===== config.mk =====
export PLATFORM = sky130hd
export DESIGN_NAME = random_token_generator_unit
export DESIGN_NICKNAME = d
export VERILOG_FILES = /design/src/design/rtg_pkg.sv /design/src/design/rtg_front.sv /design/src/design/random_token_generator_unit.sv
export SDC_FILE = /design/constraint.sdc
export NUM_CORES = 2
export LEC_CHECK = 0
export BUFFER_PORTS_ARGS = -buffer_cell sky130_fd_sc_hd__buf_4
export CORE_MARGIN = 1
export CORE_UTILIZATION = 30
export DETAILED_ROUTE_END_ITERATION = 10
export GPL_TIMING_DRIVEN = 0
export PLACE_DENSITY = 0.47
export SLEW_MARGIN = 0
export SYNTH_ARGS = -nofsm -noshare
export SYNTH_HDL_FRONTEND = slang
export SYNTH_SLANG_ARGS = --single-unit

===== constraint.sdc =====
create_clock -name clk -period 33.1 [get_ports clk]
set_input_delay 6.62 -clock clk [delete_from_list [all_inputs] [get_ports clk]]
set_output_delay 6.62 -clock clk [all_outputs]
set_load 0.02 [all_outputs]

===== src/design/rtg_pkg.sv =====
package rtg_pkg;
  localparam int MaxTokenLen = 16;
  localparam int MinTokenLen = 6;
  localparam int LenSpan = (MaxTokenLen >= MinTokenLen) ? (MaxTokenLen - MinTokenLen + 1) : 1;
  localparam int BufDepth = (MaxTokenLen > MinTokenLen) ? MaxTokenLen : MinTokenLen;
  localparam int BufIdxW = $clog2(BufDepth);
  localparam int LenW = $clog2(BufDepth + 1);
  localparam int KuW = 37;
  localparam int KeyChunks = (KuW + 7) / 8;
  localparam int KeyPadW = 8 * KeyChunks;
  localparam logic [KuW-1:0] KuReset = 37'd8000000;
  localparam logic [63:0] SeedReset = 64'h0123456789abcdef;
  localparam logic [6:0] NlCode = 7'd10;
  localparam logic [6:0] Radix = 7'd66;
  localparam logic [63:0] Golden = 64'h9e3779b97f4a7c15;
  localparam logic [63:0] Mul1 = 64'hbf58476d1ce4e5b9;
  localparam logic [63:0] Mul2 = 64'h94d049bb133111eb;
  localparam logic [1:0] RegKu = 2'd0;
  localparam logic [1:0] RegSeed = 2'd1;
  localparam int LenRecipShift = 26;
  localparam logic [26:0] LenRecip = 27'(((1 << LenRecipShift) + LenSpan - 1) / LenSpan);
  localparam logic [12:0] LenSpanW = 13'(LenSpan);
  localparam int DigRecipShift = 24;
  localparam logic [17:0] DigRecip =
    18'(((1 << DigRecipShift) + int'(Radix) - 1) / int'(Radix));

  typedef struct packed {
    logic [KuW-1:0] key;
    logic [LenW-1:0] len;
  } rtg_job_t;

  function automatic logic [6:0] glyph(input logic [6:0] d);
    logic [6:0] g;
    begin
      if (d < 7'd10) g = 7'd48 + d;
      else if (d < 7'd36) g = 7'd87 + d;
      else if (d < 7'd62) g = 7'd29 + d;
      else begin
        case (d)
          7'd62: g = 7'd64;
          7'd63: g = 7'd35;
          7'd64: g = 7'd37;
          default: g = 7'd42;
        endcase
      end
      return g;
    end
  endfunction
endpackage


===== src/design/rtg_front.sv =====
module rtg_front import rtg_pkg::*; (
  input  logic clk,
  input  logic rst,
  input  logic req_valid,
  input  logic req_bit,
  output logic req_stall,
  input  logic [KuW-1:0] key_universe,
  input  logic seed_load,
  input  logic [63:0] seed_value,
  output logic job_valid,
  output rtg_job_t job,
  input  logic job_take
);
  typedef enum logic [4:0] {
    S_IDLE = 5'b00001, S_MOD = 5'b00010, S_MIX = 5'b00100,
    S_LEN = 5'b01000, S_DONE = 5'b10000
  } state_t;
  state_t state;
  logic [63:0] gen_state;
  logic [63:0] v;
  logic [KuW-1:0] rem;
  logic [KuW-1:0] modulus;
  logic [5:0] bit_cnt;
  logic [63:0] x1, x2, x3;
  logic [KuW:0] rem_sh;
  logic [KuW+1:0] trial;
  logic [KuW-1:0] rem_next;
  logic [63:0] r1, r2, r3;
  logic mix_round;
  logic [1:0] mix_step;
  logic [63:0] mul_a, mul_b, acc;
  logic [31:0] mul_x, mul_y;
  logic [63:0] prod;
  logic [3:0] len_cnt;
  logic [63:0] hsh;
  logic [4:0] len_rem;
  logic [12:0] len_x, len_q, len_r;
  logic [39:0] len_prod;

  assign req_stall = !(state == S_IDLE);
  assign job_valid = (state == S_DONE);
  assign x1 = gen_state ^ (gen_state << 13);
  assign x2 = x1 ^ (x1 >> 7);
  assign x3 = x2 ^ (x2 << 17);
  assign rem_sh = {rem, v[63]};
  assign trial = {1'b0, rem_sh} - {2'b00, modulus};
  assign rem_next = trial[KuW+1] ? rem_sh[KuW-1:0] : trial[KuW-1:0];
  assign r1 = v ^ (v >> 30);
  assign r2 = v ^ (v >> 27);
  assign r3 = v ^ (v >> 31);
  assign mul_a = mix_round ? r2 : r1;
  assign mul_b = mix_round ? Mul2 : Mul1;
  assign mul_x = (mix_step == 2'd2) ? mul_a[63:32] : mul_a[31:0];
  assign mul_y = (mix_step == 2'd1) ? mul_b[63:32] : mul_b[31:0];
  assign prod = {32'd0, mul_x} * {32'd0, mul_y};
  assign len_x = {len_rem, hsh[63:56]};
  assign len_prod = {27'd0, len_x} * {13'd0, LenRecip};
  assign len_q = len_prod[LenRecipShift +: 13];
  assign len_r = len_x - len_q * LenSpanW;

  always_ff @(posedge clk) begin
    if (rst) begin
      state <= S_IDLE;
      gen_state <= SeedReset;
    end else begin
      if (seed_load) gen_state <= seed_value;
      else if (state == S_IDLE && req_valid && req_bit) gen_state <= x3;
      case (state)
        S_IDLE: begin
          if (req_valid && req_bit) begin
            v <= x3;
            rem <= '0;
            modulus <= (key_universe == '0) ? KuW'(1) : key_universe;
            bit_cnt <= 6'd0;
            state <= S_MOD;
          end
        end
        S_MOD: begin
          // Restoring division, one quotient bit per cycle.
          rem <= rem_next;
          bit_cnt <= bit_cnt + 6'd1;
          if (bit_cnt == 6'd63) begin
            job.key <= rem_next;
            v <= {27'd0, rem_next} + Golden;
            mix_round <= 1'b0;
            mix_step <= 2'd0;
            state <= S_MIX;
          end else begin
            v <= {v[62:0], 1'b0};
          end
        end
        S_MIX: begin
          // Low half of a 64 by 64 product from three 32 by 32 products.
          if (mix_step == 2'd0) begin
            acc <= prod;
            mix_step <= 2'd1;
          end else if (mix_step == 2'd1) begin
            acc <= acc + {prod[31:0], 32'd0};
            mix_step <= 2'd2;
          end else begin
            v <= acc + {prod[31:0], 32'd0};
            mix_step <= 2'd0;
            if (!mix_round) begin
              mix_round <= 1'b1;
            end else begin
              len_cnt <= 4'd0;
              state <= S_LEN;
            end
          end
        end
        S_LEN: begin
          // Remainder by the length span, one byte per cycle.
          if (len_cnt == 4'd0) begin
            hsh <= r3;
            len_rem <= 5'd0;
          end else begin
            hsh <= {hsh[55:0], 8'd0};
            len_rem <= len_r[4:0];
          end
          len_cnt <= len_cnt + 4'd1;
          if (len_cnt == 4'd8) begin
            job.len <= LenW'(MinTokenLen) + LenW'(len_r);
            state <= S_DONE;
          end
        end
        S_DONE: begin
          if (job_take) state <= S_IDLE;
        end
        default: state <= S_IDLE;
      endcase
    end
  end
endmodule


===== src/design/random_token_generator_unit.sv =====
// Random token generator.
// Input channel: request/request_valid/request_stall; a word with request
// high starts one token, a word with request low is consumed silently.
// Output channel: char_code/last with out_valid/out_stall; one token gives
// its characters then a newline with last high.
// Configuration through the APB port: key_universe at 0, seed at 8.
// Writing seed reloads the generator state at once.
// The front performs a bit-serial modulo reduction of the 64-bit random
// word, then the hashing and the length; the back then divides the key by
// the radix a byte at a time for each digit and buffers the digits.
// The front can work on the next token while the back emits the last one;
// a token is handed over only when the back is idle.
// Reset restores the register defaults and empties the pipeline.
// When the receiver stalls, the output word holds until taken.
module random_token_generator_unit import rtg_pkg::*; (
  input  logic clk,
  input  logic rst,
  input  logic request_valid,
  input  logic request,
  output logic request_stall,
  output logic out_valid,
  output logic [6:0] char_code,
  output logic last,
  input  logic out_stall,
  input  logic psel,
  input  logic penable,
  input  logic pwrite,
  input  logic [3:0] paddr,
  input  logic [63:0] pwdata,
  output logic [63:0] prdata,
  output logic pready
);
  logic [KuW-1:0] key_universe;
  logic [63:0] seed;
  logic wr, job_valid, job_take, busy;
  rtg_job_t job;
  logic [KeyPadW-1:0] dsh;
  logic [6:0] drem;
  logic [2:0] dstep;
  logic [14:0] dig_x;
  logic [32:0] dig_prod;
  logic [7:0] dig_q;
  logic [14:0] dig_r;
  logic [BufIdxW-1:0] widx;
  logic [6:0] digs [BufDepth];
  logic [LenW-1:0] cnt, len;
  logic phase_out;
  logic [1:0] ridx;

  assign pready = 1'b1;
  assign ridx = {1'b0, paddr[3]};
  assign wr = psel && penable && pwrite;
  assign prdata = (ridx == RegKu) ? 64'(key_universe) :
                  (ridx == RegSeed) ? seed : 64'd0;

  always_ff @(posedge clk) begin
    if (rst) begin
      key_universe <= KuReset;
      seed <= SeedReset;
    end else if (wr) begin
      if (ridx == RegKu) key_universe <= pwdata[KuW-1:0];
      if (ridx == RegSeed) seed <= pwdata;
    end
  end

  rtg_front u_front (
    .clk(clk), .rst(rst), .req_valid(request_valid), .req_bit(request),
    .req_stall(request_stall), .key_universe(key_universe),
    .seed_load(wr && ridx == RegSeed), .seed_value(pwdata),
    .job_valid(job_valid), .job(job), .job_take(job_take)
  );

  assign job_take = job_valid && !busy;

  assign dig_x = {drem, dsh[KeyPadW-1 -: 8]};
  assign dig_prod = {18'd0, dig_x} * {15'd0, DigRecip};
  assign dig_q = dig_prod[DigRecipShift +: 8];
  assign dig_r = dig_x - {7'd0, dig_q} * 15'(Radix);
  assign widx = BufIdxW'(cnt - LenW'(1));

  always_ff @(posedge clk) begin
    if (rst) begin
      busy <= 1'b0;
      phase_out <= 1'b0;
      out_valid <= 1'b0;
    end else if (!busy) begin
      if (job_valid) begin
        busy <= 1'b1;
        phase_out <= 1'b0;
        dsh <= KeyPadW'(job.key);
        drem <= 7'd0;
        dstep <= 3'd0;
        len <= job.len;
        cnt <= job.len;
      end
    end else if (!phase_out) begin
      // Division by the radix a byte at a time; quotient bytes replace the
      // dividend bytes, and digits come out least significant first.
      dsh <= {dsh[KeyPadW-9:0], dig_q};
      if (dstep == 3'(KeyChunks - 1)) begin
        digs[widx] <= glyph(dig_r[6:0]);
        drem <= 7'd0;
        dstep <= 3'd0;
        cnt <= cnt - LenW'(1);
        if (cnt == LenW'(1)) phase_out <= 1'b1;
      end else begin
        drem <= dig_r[6:0];
        dstep <= dstep + 3'd1;
      end
    end else if (!out_valid || !out_stall) begin
      if (out_valid && last) begin
        out_valid <= 1'b0;
        busy <= 1'b0;
      end else begin
        out_valid <= 1'b1;
        if (cnt == len) begin
          char_code <= NlCode;
          last <= 1'b1;
        end else begin
          char_code <= digs[cnt[BufIdxW-1:0]];
          last <= 1'b0;
          cnt <= cnt + LenW'(1);
        end
      end
    end
  end
endmodule

; Word level (Yosys, flattened, before mapping)
; Memories as Yosys holds them, arrays and structs flattened. A register that Yosys moved wholly into a read port is not among the register bits.
; Cells that the tools add are included.
[word_totals]
register_bits = 560
latch_bits = 0
mem_bits_rw = 112
rom_bits = 0
input_bits = 76
output_inout_bits = 75
elab_cells = 210
memories = 1
[classes]
n_addsub = 14
mul = 5
div = 0
n_lt_le_gt_ge = 3
n_eq_ne = 27
shift = 0
n_mux = 83
n_bitwise = 9
reduce_logical = 42
[memory_table]
columns = memory, words, width, rd, rd_clocked_by_memory_dff, write_ports, line_no
row1 = digs, 16, 7, 1, 1, 1, random_token_generator_unit.sv:45  ; logic [6:0] digs [BufDepth];
[op_table]
columns = operator, count
row1 = $mux 64, 12
row2 = $pmux 64 s3, 1
row3 = $xor 64x64->64, 2
row4 = $mux 40, 3
row5 = $mux 7, 11
row6 = $mux 37, 2
row7 = $pmux 37 s2, 1
row8 = $mux 5, 14
row9 = $add 37x64->64 const B, 1
row10 = $add 64x64->64, 1
row11 = $mul 32x32->64, 1
row12 = $mux 32, 2
row13 = $xor 64x33->64, 1
row14 = $xor 64x34->64, 1
row15 = $xor 64x37->64, 1
row16 = $xor 64x57->64, 1
row17 = $mux 62, 1
row18 = $sub 38x37->39, 1
row19 = $logic_not 37->1, 1
row20 = $mul 13x22->35 const B, 1
row21 = $mul 15x18->32 const B, 1
row22 = $reduce_and 3->1, 9
row23 = $pmux 5 s5, 1
row24 = $pmux 7 s3, 1
row25 = other kinds (54), 112

; Longest topological paths before layout
[logic_depth]
word_depth = 12
ltp_mapped = 47
mapped_depth_nobuf = 45

; By module
; A second synthesis with hierarchy kept.
[unflattened]
cells_unflattened = 7404
area_unflattened_um2 = 73569.3
[by_module_without_submodules]
columns = module, n_inst, cells_each, area_per_inst_um2, seq_area_each_um2
row1 = rtg_front, 1, 5986, 57269.9, 11170.7
row2 = random_token_generator_unit, 1, 1418, 16299.4, 7487.2

; Worst setup path before layout
; OpenSTA, ideal clock, no wires.
[synth_path]
kind = input port to flip-flop
from = in rst
to = reg u_front.v[0], enable pin
setup_time_ns = 0.828
arrival_time_ns = 16.941
required_ns = 32.272
path_slack_ns = 15.330
path_stages = 3
n_path_buf = 2
cell_sequence = clkbuf_1 > clkbuf_1 > a2111oi_0
[synth_between]
elab_chain_cells = 2
[synth_rtl]
columns = item, line_no
row1 = from (decl), random_token_generator_unit.sv:17  ; input logic rst,
row2 = $not 1->1 (no source line), n/a
row3 = $reduce_and 5->1 (no source line), n/a
row4 = to (signal assigned), rtg_front.sv:84  ; v <= {27'd0, rem_next} + Golden;
row5 = to (signal assigned), rtg_front.sv:89  ; v <= {v[62:0], 1'b0};
row6 = to (signal assigned), rtg_front.sv:101  ; v <= acc + {prod[31:0], 32'd0};
row7 = to (decl), rtg_front.sv:20  ; logic [63:0] v;
; Every way passes these cells.
; A chain may end at the register's enable or synchronous reset.

; Worst setup path after layout
[layout_path]
from = in paddr[3]
to = out prdata[14]
[layout_between]
elab_chain_cells = 2
word_cells_on_any_way = 3
cone_classes = 2 x mux / 1 x reduce/logical
[layout_rtl]
columns = item, line_no
row1 = from (decl), random_token_generator_unit.sv:28  ; input logic [3:0] paddr,
row2 = $mux 64 or $logic_not 2->1 (tied branches), "random_token_generator_unit.sv:54, random_token_generator_unit.sv:53"
row3 = $mux 64 *, random_token_generator_unit.sv:53  ; assign prdata = (ridx == RegKu) ? 64'(key_universe) :
row4 = to (decl), random_token_generator_unit.sv:30  ; output logic [63:0] prdata,
; Mark *: on every way between the ends. The rest lies on a longest branch, timed or not.

==> results_dict.tcl <==
set metrics [dict create \
    status "finished, violations left" \
    violations "capacitance limit, slew limit" \
    clock-sinks 679 \
    required_ns 26.48 \
    grt_usage_pct 22.1 \
    via_per_inst 5.02 \
    hold_buffers 0 \
    die-area_um2 243000 \
    grt_max_degree 35 \
    die_h_um 493 \
    drt_wl_total_um 269000 \
    overflow 0 \
    slew_viol_final 12 \
    synth-main-ff-cell "edfxtp_1" \
    antenna_left 0 \
    worst_pin_slew_ns 1.56 \
    ys_seq_area_share_pct 25.8 \
    initial_core_util_pct 30.3 \
    wire_per_inst_um 25.2 \
    drtPass1Iterations 9 \
    post_cts_buffers 0 \
    crit_path_end_kind "output pin" \
    fin_skew_ns 0.0491 \
    ys_ff_latch 679 \
    cts_tree "built" \
    cts_resized 0 \
    slowest_delay_ns 0.71 \
    final_nets 9098 \
    worst_skew_pair.late_latency_ns 0.67 \
    post-route-period-util_pct 46.5 \
    ys_async_sr_fraction_pct 0 \
    syn-cell-area_um2 72300 \
    area.growth.synth_to_final_pct 10.9 \
    slew_headroom_pct -3.92 \
    htree_levels 3 \
    die_x_um 493 \
    dp_hpwl_um 229000 \
    rsz0062_at_grt "false" \
    crit_type "in2out" \
    cap_violations 2 \
    avgSynthCellArea_um2 10.1 \
    critPathLaunchType "input pin" \
    grt_pass1_vias 55098 \
    slowest_stage "buf_1" \
    root_buffer "clkbuf_16" \
    critPathTopFamily "buffers and inverters" \
    drive_gt1_share_pct 6.81 \
    path_common_cell "buf_4" \
    ys_warn_count 0 \
    hp-class "reg2reg" \
    io_buffers 145 \
    crit_fanout 10 \
    vias 53491 \
    synth.distinct_cells 92 \
    cts_buffers 69 \
    core.rowCount 179 \
    cts_buffer_depth 3 \
    cp.arrival_ns 8.78 \
    grt_antenna_before_repair 9 \
    r2r_slack_ns 18.45 \
    clkTransAtPathRegs_ns 0.06 \
    max_freq_mhz 64.9 \
    min_period_ns 15.40 \
    synth_edf_count 506 \
    hold_viol 0 \
    synth_nets 8847 \
    fin_util_pct 33.6 \
    crit_chain "buf_4, buf_1, clkbuf_1, mux2_2, buf_4" \
    core_um2 239000 \
    drc_errors 0 \
    num_io_pins 151 \
    globalplace.congestion 0.985 \
    drtIter0Drc 5042 \
    setup_viol_count_final 0 \
    critPathBufInv 4 \
    tns_ns 0 \
    holdWs_ns 0.444 \
    syn_inst 7180 \
    grt_pass1_wl_um 388000 \
]
==> cell usage in the layout (no fill, tap or decap), types with 28 or more instances in the layout <==
cell type	Yosys	final
inv_1	1322	1322
fa_1	968	968
nand2_1	652	652
ha_1	623	623
edfxtp_1	506	506
nor2_1	500	497
xnor2_1	346	346
a21oi_1	319	318
clkbuf_1	242	248
o21ai_0	220	218
dfxtp_1	173	173
buf_4	2	160
xor2_1	131	131
and2_1	105	105
mux2_2	100	100
a21o_1	100	100
mux2i_1	79	75
clkbuf_16	0	73
nor3_1	69	67
nand2b_1	49	49
o21bai_1	44	44
nand3_1	43	43
o211ai_1	42	42
mux4_2	35	35
and3_1	34	34
nand4_1	34	34
nor2b_1	32	32
o21a_1	28	28
==> layout make-up <==
class	instances	area, um2
fillers	24742	159000
diodes	3	7.51
clock inverters	37	384
multi-input cells	4886	47600
plain buffers	287	1120
clock buffers	87	1930
flip-flops and latches	679	18700
repair buffers	180	1490
well taps	3167	3960
inverters	1328	4980
==> per-stage QoR <==
step | instances | setup WS, ns | area [um2]
floorplan | 7180 | 15.33 | 72300
global placement | 10492 | 9.35 | 77300
detailed placement | 10524 | 17.70 | 77800
CTS | 10648 | 17.70 | 80100
global route | 10652 | 17.60 | 80100
finish | 10654 | 17.70 | 80100
==> state kept, by name, summed over array words and instances, names as in the netlist, 2 cells and up <==
name,cells
digs,112
seed,64
u_front.acc,64
u_front.gen_state,64
u_front.hsh,64
u_front.v,64
u_front.job,42
dsh,40
key_universe,37
u_front.modulus,37
u_front.rem,37
char_code,7
drem,7
u_front.bit_cnt,6
cnt,5
len,5
u_front.len_rem,5
u_front.state,5
u_front.len_cnt,4
dstep,3
u_front.mix_step,2
==> Yosys cell counts, types with 44 or more instances <==
master       n  area, um2
mux2i_1     79        791
a21o_1     100        751
fa_1       968      19400
a21oi_1    319       1600
nand2_1    652       2450
mux2_2     100       1130
and2_1     105        657
xor2_1     131       1150
o21bai_1    44        330
dfxtp_1    173       3460
inv_1     1322       4960
clkbuf_1   242        908
xnor2_1    346       3030
nor3_1      69        345
o21ai_0    220       1100
nor2_1     500       1880
ha_1       623       7790
nand2b_1    49        307
edfxtp_1   506      15200
==> worst reg2reg max path: cells and delay by family, from the launching register on <==
kind | cells | cell delay (ns)
fa+ha+maj | 10 | 4.72
compound gates | 10 | 2.56
xor+xnor | 2 | 1.11
buf+inv | 10 | 3.26
simple gates | 10 | 2.43
flops | 1 | 0.32
==> cells by family after synthesis <==
logic type | count (synthesis) | share of synthesized area [%]
and+or+nand+nor | 1621 | 9.98
buffers and inverters | 1615 | 8.44
adders and majority gates | 1591 | 37.6
AOI/OAI and AO/OA | 979 | 8.59
DFF | 679 | 25.8
xor gates and xnor gates | 477 | 5.78
muxes | 216 | 3.79
other | 2 | 0.0104
==> routing by layer <==
layer / track usage, % / routed length [um]
met5: 0 / 18
met4: 7.68 / 10600
met3: 3.26 / 18700
met2: 34.5 / 120000
met1: 31.1 / 119000
==> path summary, 6_finish.rpt <==
check	depth (start not counted)	from	end
worst max-delay path	5	paddr[3]	prdata[14]
worst min-delay path	2	seed[37]$_SDFFE_PP1P_	seed[37]$_SDFFE_PP1P_
worst max register to register	42	u_front.mix_round$_DFFE_PP_	u_front.v[62]$_DFFE_PP_
worst min register to register	2	seed[37]$_SDFFE_PP1P_	seed[37]$_SDFFE_PP1P_
Power is not shown: default switching activity piles up to over one toggle a cycle in this logic, so the estimate is an artifact.
